File: src/rtl/core/tfb_pkg.sv
// ----------------------------------------------------------------------------
// tfb_pkg
// Shared types, constants and step numbers for the telemetry frame builder.
// ----------------------------------------------------------------------------
package tfb_pkg;

    // Frame constants
    localparam logic [7:0] SYNC_BYTE   = 8'hAA;
    localparam logic [7:0] DEST_RESET  = 8'hFF;
    localparam logic [7:0] ID_RESET    = 8'hF1;
    localparam logic [7:0] LEN_RAW     = 8'd12;
    localparam logic [7:0] LEN_ANGLE   = 8'd6;
    localparam logic signed [7:0] ANGLE_SCALE = 8'sd100;
    localparam int ANGLE_FRAC_BITS = 8;

    // Configuration register indexes
    localparam int CFG_IDX_W = 2;
    localparam logic [CFG_IDX_W-1:0] REG_DEST = 2'd0;
    localparam logic [CFG_IDX_W-1:0] REG_ID   = 2'd1;

    // Program counter and step numbers
    localparam int STEP_W = 5;
    typedef logic [STEP_W-1:0] step_t;
    localparam step_t STEP_ACCEPT  = 5'd0;
    localparam step_t STEP_MODE    = 5'd1;
    localparam step_t STEP_MUL0    = 5'd2;
    localparam step_t STEP_MUL1    = 5'd3;
    localparam step_t STEP_MUL2    = 5'd4;
    localparam step_t STEP_STORE2  = 5'd5;
    localparam step_t STEP_SYNC    = 5'd6;
    localparam step_t STEP_DEST    = 5'd7;
    localparam step_t STEP_ID      = 5'd8;
    localparam step_t STEP_LEN     = 5'd9;
    localparam step_t STEP_WORD0   = 5'd10;
    localparam step_t STEP_WORD_A  = 5'd15;  // last payload byte of an angle frame
    localparam step_t STEP_WORD_R  = 5'd21;  // last payload byte of a raw frame
    localparam step_t STEP_SUM     = 5'd22;
    localparam step_t STEP_ACC     = 5'd23;

    // Byte source of an emit step
    typedef enum logic [2:0] {
        SRC_NONE,
        SRC_SYNC,
        SRC_DEST,
        SRC_ID,
        SRC_LEN,
        SRC_WORD,
        SRC_SUM,
        SRC_ACC
    } src_t;

    // Jump condition
    typedef enum logic [1:0] {
        JMP_NONE,
        JMP_ALWAYS,
        JMP_IF_RAW,
        JMP_IF_ANGLE
    } jmp_t;

    // One control word of the program
    typedef struct packed {
        logic       accept;
        logic       mul_en;
        logic [1:0] mul_idx;
        logic       store_en;
        logic [1:0] store_idx;
        src_t       src;
        logic [3:0] byte_idx;
        logic       ck_en;
        logic       last;
        jmp_t       jmp;
        step_t      target;
    } ctl_t;

    // Datapath and handshake status seen by the sequencer
    typedef struct packed {
        logic in_valid;
        logic out_free;
        logic angle_mode;
    } status_t;

endpackage

File: src/rtl/core/tfb_urom.sv
// ----------------------------------------------------------------------------
// tfb_urom
// Microcode ROM: one control word per program step.
// ----------------------------------------------------------------------------
module tfb_urom
(
    input  tfb_pkg::step_t step,
    output tfb_pkg::ctl_t  ctl
);

    // Build a control word with every field given
    function automatic tfb_pkg::ctl_t mk(
        input logic           accept,
        input logic           mul_en,
        input logic [1:0]     mul_idx,
        input logic           store_en,
        input logic [1:0]     store_idx,
        input tfb_pkg::src_t  src,
        input logic [3:0]     byte_idx,
        input logic           ck_en,
        input logic           last,
        input tfb_pkg::jmp_t  jmp,
        input tfb_pkg::step_t target
    );
        tfb_pkg::ctl_t w;
        w.accept    = accept;
        w.mul_en    = mul_en;
        w.mul_idx   = mul_idx;
        w.store_en  = store_en;
        w.store_idx = store_idx;
        w.src       = src;
        w.byte_idx  = byte_idx;
        w.ck_en     = ck_en;
        w.last      = last;
        w.jmp       = jmp;
        w.target    = target;
        return w;
    endfunction

    // Emit one checksummed byte, no jump
    function automatic tfb_pkg::ctl_t emit(input tfb_pkg::src_t src, input logic [3:0] bidx);
        return mk(1'b0, 1'b0, 2'd0, 1'b0, 2'd0, src, bidx, 1'b1, 1'b0,
                  tfb_pkg::JMP_NONE, tfb_pkg::STEP_ACCEPT);
    endfunction

    // Program
    always_comb
    begin
        unique case (step)
            tfb_pkg::STEP_ACCEPT:
                ctl = mk(1'b1, 1'b0, 2'd0, 1'b0, 2'd0, tfb_pkg::SRC_NONE, 4'd0, 1'b0, 1'b0,
                         tfb_pkg::JMP_NONE, tfb_pkg::STEP_ACCEPT);
            tfb_pkg::STEP_MODE:
                ctl = mk(1'b0, 1'b0, 2'd0, 1'b0, 2'd0, tfb_pkg::SRC_NONE, 4'd0, 1'b0, 1'b0,
                         tfb_pkg::JMP_IF_RAW, tfb_pkg::STEP_SYNC);
            tfb_pkg::STEP_MUL0:
                ctl = mk(1'b0, 1'b1, 2'd0, 1'b0, 2'd0, tfb_pkg::SRC_NONE, 4'd0, 1'b0, 1'b0,
                         tfb_pkg::JMP_NONE, tfb_pkg::STEP_ACCEPT);
            tfb_pkg::STEP_MUL1:
                ctl = mk(1'b0, 1'b1, 2'd1, 1'b1, 2'd0, tfb_pkg::SRC_NONE, 4'd0, 1'b0, 1'b0,
                         tfb_pkg::JMP_NONE, tfb_pkg::STEP_ACCEPT);
            tfb_pkg::STEP_MUL2:
                ctl = mk(1'b0, 1'b1, 2'd2, 1'b1, 2'd1, tfb_pkg::SRC_NONE, 4'd0, 1'b0, 1'b0,
                         tfb_pkg::JMP_NONE, tfb_pkg::STEP_ACCEPT);
            tfb_pkg::STEP_STORE2:
                ctl = mk(1'b0, 1'b0, 2'd0, 1'b1, 2'd2, tfb_pkg::SRC_NONE, 4'd0, 1'b0, 1'b0,
                         tfb_pkg::JMP_NONE, tfb_pkg::STEP_ACCEPT);
            tfb_pkg::STEP_SYNC:  ctl = emit(tfb_pkg::SRC_SYNC, 4'd0);
            tfb_pkg::STEP_DEST:  ctl = emit(tfb_pkg::SRC_DEST, 4'd0);
            tfb_pkg::STEP_ID:    ctl = emit(tfb_pkg::SRC_ID, 4'd0);
            tfb_pkg::STEP_LEN:   ctl = emit(tfb_pkg::SRC_LEN, 4'd0);
            5'd10:               ctl = emit(tfb_pkg::SRC_WORD, 4'd0);
            5'd11:               ctl = emit(tfb_pkg::SRC_WORD, 4'd1);
            5'd12:               ctl = emit(tfb_pkg::SRC_WORD, 4'd2);
            5'd13:               ctl = emit(tfb_pkg::SRC_WORD, 4'd3);
            5'd14:               ctl = emit(tfb_pkg::SRC_WORD, 4'd4);
            // angle frame ends its payload here
            tfb_pkg::STEP_WORD_A:
                ctl = mk(1'b0, 1'b0, 2'd0, 1'b0, 2'd0, tfb_pkg::SRC_WORD, 4'd5, 1'b1, 1'b0,
                         tfb_pkg::JMP_IF_ANGLE, tfb_pkg::STEP_SUM);
            5'd16:               ctl = emit(tfb_pkg::SRC_WORD, 4'd6);
            5'd17:               ctl = emit(tfb_pkg::SRC_WORD, 4'd7);
            5'd18:               ctl = emit(tfb_pkg::SRC_WORD, 4'd8);
            5'd19:               ctl = emit(tfb_pkg::SRC_WORD, 4'd9);
            5'd20:               ctl = emit(tfb_pkg::SRC_WORD, 4'd10);
            tfb_pkg::STEP_WORD_R: ctl = emit(tfb_pkg::SRC_WORD, 4'd11);
            tfb_pkg::STEP_SUM:
                ctl = mk(1'b0, 1'b0, 2'd0, 1'b0, 2'd0, tfb_pkg::SRC_SUM, 4'd0, 1'b0, 1'b0,
                         tfb_pkg::JMP_NONE, tfb_pkg::STEP_ACCEPT);
            tfb_pkg::STEP_ACC:
                ctl = mk(1'b0, 1'b0, 2'd0, 1'b0, 2'd0, tfb_pkg::SRC_ACC, 4'd0, 1'b0, 1'b1,
                         tfb_pkg::JMP_ALWAYS, tfb_pkg::STEP_ACCEPT);
            // unused steps go back to the start
            default:
                ctl = mk(1'b0, 1'b0, 2'd0, 1'b0, 2'd0, tfb_pkg::SRC_NONE, 4'd0, 1'b0, 1'b0,
                         tfb_pkg::JMP_ALWAYS, tfb_pkg::STEP_ACCEPT);
        endcase
    end

endmodule

File: src/rtl/core/tfb_seq.sv
// ----------------------------------------------------------------------------
// tfb_seq
// Step counter with conditional jumps; holds on a wait for input or output.
// ----------------------------------------------------------------------------
module tfb_seq
(
    input  logic              clk,
    input  logic              rst_n,
    input  tfb_pkg::status_t  status,
    output tfb_pkg::ctl_t     ctl,
    output logic              step_fire
);

    tfb_pkg::step_t pc_reg;
    tfb_pkg::step_t pc_next;
    logic           taken;
    logic           emit;

    tfb_urom u_urom
    (
        .step (pc_reg),
        .ctl  (ctl)
    );

    // Step completes unless waiting for an item or for the output slot
    assign emit      = (ctl.src != tfb_pkg::SRC_NONE);
    assign step_fire = !((ctl.accept && !status.in_valid) || (emit && !status.out_free));

    // Jump condition
    always_comb
    begin
        unique case (ctl.jmp)
            tfb_pkg::JMP_NONE:     taken = 1'b0;
            tfb_pkg::JMP_ALWAYS:   taken = 1'b1;
            tfb_pkg::JMP_IF_RAW:   taken = !status.angle_mode;
            tfb_pkg::JMP_IF_ANGLE: taken = status.angle_mode;
            default:               taken = 1'b0;
        endcase
    end

    // Next step
    always_comb
    begin
        priority if (!step_fire)
            pc_next = pc_reg;
        else if (taken)
            pc_next = ctl.target;
        else
            pc_next = pc_reg + 1'b1;
    end

    always_ff @(posedge clk or negedge rst_n)
    begin
        if (!rst_n)
            pc_reg <= tfb_pkg::STEP_ACCEPT;
        else
            pc_reg <= pc_next;
    end

`ifndef SYNTHESIS
    a_accept_to_mode: assert property (@(posedge clk) disable iff (!rst_n)
        (ctl.accept && status.in_valid) |=> (pc_reg == tfb_pkg::STEP_MODE))
        else $error("accepted item did not advance to mode branch");

    a_pc_in_program: assert property (@(posedge clk) disable iff (!rst_n)
        pc_reg <= tfb_pkg::STEP_ACC)
        else $error("step counter left the program");

    a_last_returns: assert property (@(posedge clk) disable iff (!rst_n)
        (ctl.last && step_fire) |=> (pc_reg == tfb_pkg::STEP_ACCEPT))
        else $error("frame end did not return to accept step");
`endif

endmodule

File: src/rtl/core/tfb_dp.sv
// ----------------------------------------------------------------------------
// tfb_dp
// Datapath: item capture, angle scaler, checksums, config and output register.
// ----------------------------------------------------------------------------
module tfb_dp
(
    input  logic                             clk,
    input  logic                             rst_n,
    input  tfb_pkg::ctl_t                    ctl,
    input  logic                             step_fire,
    output logic                             angle_mode,
    output logic                             out_free,
    // config
    input  logic                             cfg_valid,
    input  logic [tfb_pkg::CFG_IDX_W-1:0]    cfg_index,
    input  logic [7:0]                       cfg_data,
    // input item
    input  logic                             op,
    input  logic signed [15:0]               raw_value_0,
    input  logic signed [15:0]               raw_value_1,
    input  logic signed [15:0]               raw_value_2,
    input  logic signed [15:0]               raw_value_3,
    input  logic signed [15:0]               raw_value_4,
    input  logic signed [15:0]               raw_value_5,
    input  logic signed [23:0]               roll_angle,
    input  logic signed [23:0]               pitch_angle,
    input  logic signed [23:0]               yaw_angle,
    // result item
    input  logic                             out_stall,
    output logic                             out_valid,
    output logic [7:0]                       frame_byte,
    output logic                             last_byte
);

    logic [7:0]         dest_reg;
    logic [7:0]         id_reg;
    logic               mode_reg;
    logic [15:0]        word_reg [6];
    logic signed [23:0] angle_reg [3];
    logic signed [31:0] prod_reg;
    logic [7:0]         sum_reg;
    logic [7:0]         sum_next;
    logic [7:0]         acc_reg;
    logic [7:0]         acc_next;
    logic               out_valid_reg;
    logic [7:0]         byte_reg;
    logic               last_reg;

    logic               accept_fire;
    logic               emit_fire;
    logic signed [23:0] angle_sel;
    logic signed [31:0] biased;
    logic signed [23:0] quot;
    logic [15:0]        scaled;
    logic [15:0]        word_sel;
    logic [7:0]         byte_sel;

    assign accept_fire = ctl.accept && step_fire;
    assign emit_fire   = (ctl.src != tfb_pkg::SRC_NONE) && step_fire;
    assign angle_mode  = mode_reg;
    assign out_free    = !out_valid_reg || !out_stall;

    // Configuration registers; unknown indexes are ignored
    always_ff @(posedge clk or negedge rst_n)
    begin
        if (!rst_n)
        begin
            dest_reg <= tfb_pkg::DEST_RESET;
            id_reg   <= tfb_pkg::ID_RESET;
        end
        else if (cfg_valid)
        begin
            if (cfg_index == tfb_pkg::REG_DEST)
                dest_reg <= cfg_data;
            if (cfg_index == tfb_pkg::REG_ID)
                id_reg <= cfg_data;
        end
    end

    // Angle operand select
    always_comb
    begin
        unique case (ctl.mul_idx)
            2'd0:    angle_sel = angle_reg[0];
            2'd1:    angle_sel = angle_reg[1];
            default: angle_sel = angle_reg[2];
        endcase
    end

    // Divide by 256 truncating toward zero, then saturate to int16
    assign biased = prod_reg + {24'd0, {8{prod_reg[31]}}};
    assign quot   = biased[31:tfb_pkg::ANGLE_FRAC_BITS];

    always_comb
    begin
        priority if (quot > 24'sd32767)
            scaled = 16'h7FFF;
        else if (quot < -24'sd32768)
            scaled = 16'h8000;
        else
            scaled = quot[15:0];
    end

    // Item capture, multiplier stage and word store
    always_ff @(posedge clk)
    begin
        if (accept_fire)
        begin
            mode_reg     <= op;
            word_reg[0]  <= raw_value_0;
            word_reg[1]  <= raw_value_1;
            word_reg[2]  <= raw_value_2;
            word_reg[3]  <= raw_value_3;
            word_reg[4]  <= raw_value_4;
            word_reg[5]  <= raw_value_5;
            angle_reg[0] <= roll_angle;
            angle_reg[1] <= pitch_angle;
            angle_reg[2] <= yaw_angle;
        end
        else if (ctl.store_en && step_fire)
            word_reg[{1'b0, ctl.store_idx}] <= scaled;
        if (ctl.mul_en && step_fire)
            prod_reg <= angle_sel * tfb_pkg::ANGLE_SCALE;
    end

    // Byte select
    assign word_sel = word_reg[ctl.byte_idx[3:1]];

    always_comb
    begin
        unique case (ctl.src)
            tfb_pkg::SRC_SYNC: byte_sel = tfb_pkg::SYNC_BYTE;
            tfb_pkg::SRC_DEST: byte_sel = dest_reg;
            tfb_pkg::SRC_ID:   byte_sel = id_reg;
            tfb_pkg::SRC_LEN:  byte_sel = mode_reg ? tfb_pkg::LEN_ANGLE : tfb_pkg::LEN_RAW;
            tfb_pkg::SRC_WORD: byte_sel = ctl.byte_idx[0] ? word_sel[15:8] : word_sel[7:0];
            tfb_pkg::SRC_SUM:  byte_sel = sum_reg;
            tfb_pkg::SRC_ACC:  byte_sel = acc_reg;
            default:           byte_sel = 8'd0;
        endcase
    end

    // Running sum and sum of sums
    assign sum_next = sum_reg + byte_sel;
    assign acc_next = acc_reg + sum_next;

    always_ff @(posedge clk)
    begin
        if (accept_fire)
        begin
            sum_reg <= 8'd0;
            acc_reg <= 8'd0;
        end
        else if (emit_fire && ctl.ck_en)
        begin
            sum_reg <= sum_next;
            acc_reg <= acc_next;
        end
    end

    // Output register
    always_ff @(posedge clk or negedge rst_n)
    begin
        if (!rst_n)
            out_valid_reg <= 1'b0;
        else if (emit_fire)
            out_valid_reg <= 1'b1;
        else if (!out_stall)
            out_valid_reg <= 1'b0;
    end

    always_ff @(posedge clk)
    begin
        if (emit_fire)
        begin
            byte_reg <= byte_sel;
            last_reg <= ctl.last;
        end
    end

    assign out_valid  = out_valid_reg;
    assign frame_byte = byte_reg;
    assign last_byte  = last_reg;

`ifndef SYNTHESIS
    a_out_drains: assert property (@(posedge clk) disable iff (!rst_n)
        (out_valid_reg && !out_stall && !emit_fire) |=> !out_valid_reg)
        else $error("output item still presented after it was taken");

    a_ck_cleared: assert property (@(posedge clk) disable iff (!rst_n)
        accept_fire |=> (sum_reg == 8'd0 && acc_reg == 8'd0))
        else $error("checksums not cleared at item start");

    a_no_overwrite: assert property (@(posedge clk) disable iff (!rst_n)
        (out_valid_reg && out_stall) |=> (out_valid_reg && $stable(byte_reg)))
        else $error("stalled output byte overwritten");
`endif

endmodule

File: src/rtl/core/telemetry_frame_builder.sv
// The first frame byte is registered in the sync step, after the accept step and the
// mode branch (raw) or after these and the 4 multiply/store steps (angle). A new item
// is taken only once the previous frame is out (one byte per step of the microcode).
// Output stalls hold the step counter on the current emit step.
// Reset (rst_n, async, low): step counter to accept, output empty, destination 0xFF,
// frame id 0xF1.
// ----------------------------------------------------------------------------
// telemetry_frame_builder
// Builds one telemetry frame per item and emits it byte by byte with checksums.
// ----------------------------------------------------------------------------
module telemetry_frame_builder
(
    input  logic                          clk,
    input  logic                          rst_n,
    // config write channel
    input  logic                          cfg_valid,
    output logic                          cfg_ready,
    input  logic [tfb_pkg::CFG_IDX_W-1:0] cfg_index,
    input  logic [7:0]                    cfg_data,
    // input item channel
    input  logic                          in_valid,
    output logic                          in_stall,
    input  logic                          op,
    input  logic signed [15:0]            raw_value_0,
    input  logic signed [15:0]            raw_value_1,
    input  logic signed [15:0]            raw_value_2,
    input  logic signed [15:0]            raw_value_3,
    input  logic signed [15:0]            raw_value_4,
    input  logic signed [15:0]            raw_value_5,
    input  logic signed [23:0]            roll_angle,
    input  logic signed [23:0]            pitch_angle,
    input  logic signed [23:0]            yaw_angle,
    // result item channel
    output logic                          out_valid,
    input  logic                          out_stall,
    output logic [7:0]                    frame_byte,
    output logic                          last_byte
);

    tfb_pkg::ctl_t    ctl;
    tfb_pkg::status_t status;
    logic             step_fire;
    logic             angle_mode;
    logic             out_free;

    assign cfg_ready = 1'b1;
    assign in_stall  = !ctl.accept;

    assign status.in_valid   = in_valid;
    assign status.out_free   = out_free;
    assign status.angle_mode = angle_mode;

    tfb_seq u_seq
    (
        .clk       (clk),
        .rst_n     (rst_n),
        .status    (status),
        .ctl       (ctl),
        .step_fire (step_fire)
    );

    tfb_dp u_dp
    (
        .clk         (clk),
        .rst_n       (rst_n),
        .ctl         (ctl),
        .step_fire   (step_fire),
        .angle_mode  (angle_mode),
        .out_free    (out_free),
        .cfg_valid   (cfg_valid),
        .cfg_index   (cfg_index),
        .cfg_data    (cfg_data),
        .op          (op),
        .raw_value_0 (raw_value_0),
        .raw_value_1 (raw_value_1),
        .raw_value_2 (raw_value_2),
        .raw_value_3 (raw_value_3),
        .raw_value_4 (raw_value_4),
        .raw_value_5 (raw_value_5),
        .roll_angle  (roll_angle),
        .pitch_angle (pitch_angle),
        .yaw_angle   (yaw_angle),
        .out_stall   (out_stall),
        .out_valid   (out_valid),
        .frame_byte  (frame_byte),
        .last_byte   (last_byte)
    );

endmodule

File: config.mk
export PLATFORM = sky130hd
export DESIGN_NAME = telemetry_frame_builder
export DESIGN_NICKNAME = d
export VERILOG_FILES = /design/src/rtl/core/tfb_pkg.sv /design/src/rtl/core/tfb_urom.sv /design/src/rtl/core/tfb_seq.sv /design/src/rtl/core/tfb_dp.sv /design/src/rtl/core/telemetry_frame_builder.sv
export SDC_FILE = /design/constraint.sdc
export NUM_CORES = 1
export LEC_CHECK = 0
export BUFFER_PORTS_ARGS = -buffer_cell sky130_fd_sc_hd__buf_2
export CAP_MARGIN = 20
export CORE_MARGIN = 1.5
export CORE_UTILIZATION = 35
export CTS_CLUSTER_SIZE = 12
export DETAILED_ROUTE_END_ITERATION = 12
export GPL_ROUTABILITY_DRIVEN = 0
export SYNTH_ARGS = -nofsm -noshare
export SYNTH_HDL_FRONTEND = slang
export SYNTH_SLANG_ARGS = --single-unit
File: constraint.sdc
create_clock -name clk -period 8.87 [get_ports clk]
set_input_delay 0.887 -clock clk [delete_from_list [all_inputs] [get_ports clk]]
set_output_delay 0.887 -clock clk [all_outputs]
set_load 0.01 [all_outputs]
==> results.json <==
{
  "viasPerCell": 5.17,
  "grt_first_pass_wirelength_microns": 63300,
  "synth_flop_cell": "edfxtp_1",
  "coreArea_sq_mm": 0.0443,
  "netlist_instances": 1387,
  "drcViolationCount": 0,
  "path_max_fanout": 26,
  "antenna_left": 0,
  "htreeDepth": 2,
  "port_buffers": 194,
  "die_width_microns": 215,
  "grt_usage_pct": 17.6,
  "io-pin-count": 196,
  "post_cts_resize_count": 0,
  "clk_root_buffer_cell": "clkbuf_16",
  "max-slew-margin-rel_pct": 25.8,
  "cts_tree": "built",
  "ctsHoldBuffers": 0,
  "layout.nets": 1903,
  "fmax_mhz": 151,
  "grt_max_degree": 72,
  "fin_crit_sh_pct": 74.7,
  "fillers": 4196,
  "fin_worst_skew_ns": 0.0319,
  "routed_wirelength_microns": 41300,
  "cts_buffer_depth": 3,
  "met2WireLength_microns": 19900,
  "dr.pass1.iters": 6,
  "largest_reg_flops": 128,
  "drive_above_1_share_pct": 20.1,
  "clk_pin_slew_ns": 0.06,
  "area_delta_synth_final_pct": 18.7,
  "antenna_cells": 0,
  "yosys_warnings": 0,
  "worst_setup_path_end_kind": "flip-flop",
  "die_height_microns": 215,
  "die_area_sq_mm": 0.0463,
  "status": "complete, no violations",
  "cts_sinks": 278,
  "synth_edf_count": 240,
  "numCtsBuffers": 34,
  "drt-wirelength-per-cell_microns": 18.7,
  "dp_hpwl_microns": 30400,
  "synth.distinct_cells": 68,
  "async_reset_ff_share_pct": 7.91,
  "rows": 77,
  "cp-start-kind": "flip-flop",
  "syn_avg_cell_area_sq_um": 11.3,
  "period_needed_ns": 6.63,
  "drv_slew": 0,
  "syn_area_sq_mm": 0.0157,
  "cts_setup_buffers": 0,
  "top_layer": "met4",
  "rsz0062_at_grt": "no",
  "critPathKind": "flip-flop to flip-flop",
  "worstPathArrival_ns": 6.92,
  "worstPathRequired_ns": 9.16,
  "fin_tns_setup_ns": 0,
  "yosysSeqAreaShare_pct": 51.4,
  "tightest_slew_ns": 1.11,
  "maxCapViolCount": 0,
  "setup-violations-final": 0,
  "hold_violations": 0,
  "start_util_pct": 35.5,
  "grt_overflow": 0,
  "worstSkewPairLatency_ns": 0.55,
  "wl_met1_microns": 17800,
  "drtIter0Drc": 728,
  "grt_pass1_vias": 11283,
  "vias": 11421,
  "antenna_found_initial": 0,
  "dr_wl_met3_microns": 2620,
  "ys_seq_elements": 278,
  "hp-class": "input port to asynchronous set/reset pin"
}
## synth_stat cells (6+ instances only)
master,n,share of area (%)
a221o_1,61,3.9
dfxtp_1,16,2.0
nor2b_1,19,0.76
mux2_2,20,1.4
inv_1,114,2.7
nor3_1,9,0.29
and3_1,11,0.44
nand4_1,8,0.32
fa_1,24,3.1
o21a_1,23,1.1
a21oi_1,73,2.3
a31oi_1,16,0.64
edfxtp_1,240,46
mux2i_1,27,1.7
o211ai_1,9,0.43
dfstp_2,13,2.2
o21ai_0,34,1.1
clkbuf_1,69,1.6
xnor2_1,33,1.8
or3_1,6,0.24
nand3_1,37,1.2
a21o_1,16,0.76
o21bai_1,6,0.29
nor2_1,77,1.8
a211oi_1,40,1.9
o22ai_1,28,1.1
nand2_1,135,3.2
ha_1,103,8.2
dfrtp_1,9,1.4
nand2b_1,7,0.28
and2_1,14,0.56
xor2_1,17,0.95
## critical path: stages, from the launching register on
cell and delay (ns):
dfrtp_1 0.45, inv_1 0.20, ha_1 0.26, nand2_1 0.21
buf_16 0.25, nand2_1 0.60, o22ai_1 0.20, a21oi_1 0.31
ha_1 0.29, inv_1 0.08, fa_1 0.42, inv_1 0.07
ha_1 0.23, ha_1 0.38, a21oi_1 0.19, o22ai_1 0.15
o21a_1 0.24, o21ai_0 0.38, o21ai_0 0.31, a2111oi_0 0.65
o21bai_1 0.15, a21o_1 0.21, xor2_1 0.13
## routing by layer
layer	global-route usage (%)	vias up
li1	-	5497
met1	22.9	5484
met2	29.9	387
met3	2.90	53
met4	5.45	0
met5	0	-
## cells by family (layout without fill, tap and decap cells)
kind of cell               after synthesis  after routing  share of synthesized area [%]
AOI/OAI and AO/OA                      341            341                           15.6
xor gates and xnor gates                51             51                           2.93
adders and majority gates              127            127                           11.2
buffers and inverters                  194            391                           4.85
DFF                                    278            278                           51.4
muxes                                   52             52                           3.86
other                                    2             33                         0.0477
and+or+nand+nor                        342            342                           10.1
## path summary, 6_finish.rpt
path,startpoint,endpoint,slack (ns),cells after the start
min in group clk,u_dp.id_reg[2],u_dp.id_reg[2],0.50,1
max reg2reg,u_seq.pc_reg[1],u_dp.prod_reg[30],2.24,22
max,u_seq.pc_reg[1],u_dp.prod_reg[30],2.24,22
min reg2reg,u_dp.id_reg[2],u_dp.id_reg[2],0.50,1
max in group asynchronous,rst_n,u_seq.pc_reg[2],8.21,1
min,rst_n,u_seq.pc_reg[4],0.30,1
## placed cells by master, fill, tap and decap left out, drive strengths merged, types with 8 or more instances in the layout
cell / n
edfxtp: 240
buf: 217
nand2: 135
inv: 117
ha: 103
nor2: 82
a21oi: 73
a221o: 61
a211oi: 40
clkbuf: 40
nand3: 37
o21ai: 34
xnor2: 33
conb: 33
o22ai: 28
mux2i: 27
fa: 24
o21a: 23
mux2: 20
nor2b: 19
xor2: 17
a21o: 16
dfxtp: 16
a31oi: 16
and2: 14
dfstp: 13
and3: 11
clkinv: 10
o211ai: 9
nor3: 9
dfrtp: 9
nand4: 8
## stage by stage
stage	setup slack, ns	util [%]	area (sq um)	hold WS (ns)	std cells
5_1_grt	1.63	42.2	18700	0.324	2207
6_report	2.24	42.2	18700	0.301	2207
4_1_cts	1.64	42.0	18600	0.299	2204
3_5_place_dp	1.73	39.4	17400	0.492	2145
2_1_floorplan	3.35	-	15900	0.474	1418
3_3_place_gp	1.89	39.4	17400	0.486	2145
## cell type report
| type | count | area (sq um) | share of cell area (%) |
|---|---|---|---|
| Multi-Input combinational cell | 946 | 7060 | 37.8 |
| Timing Repair Buffer | 217 | 1170 | 6.29 |
| Tap cell | 592 | 741 | 3.96 |
| Clock buffer | 40 | 895 | 4.79 |
| Clock inverter | 19 | 289 | 1.55 |
| Inverter | 115 | 434 | 2.32 |
| Sequential cell | 278 | 8090 | 43.3 |
Power is not shown: default switching activity piles up to over one toggle a cycle in this logic, so the estimate is an artifact.
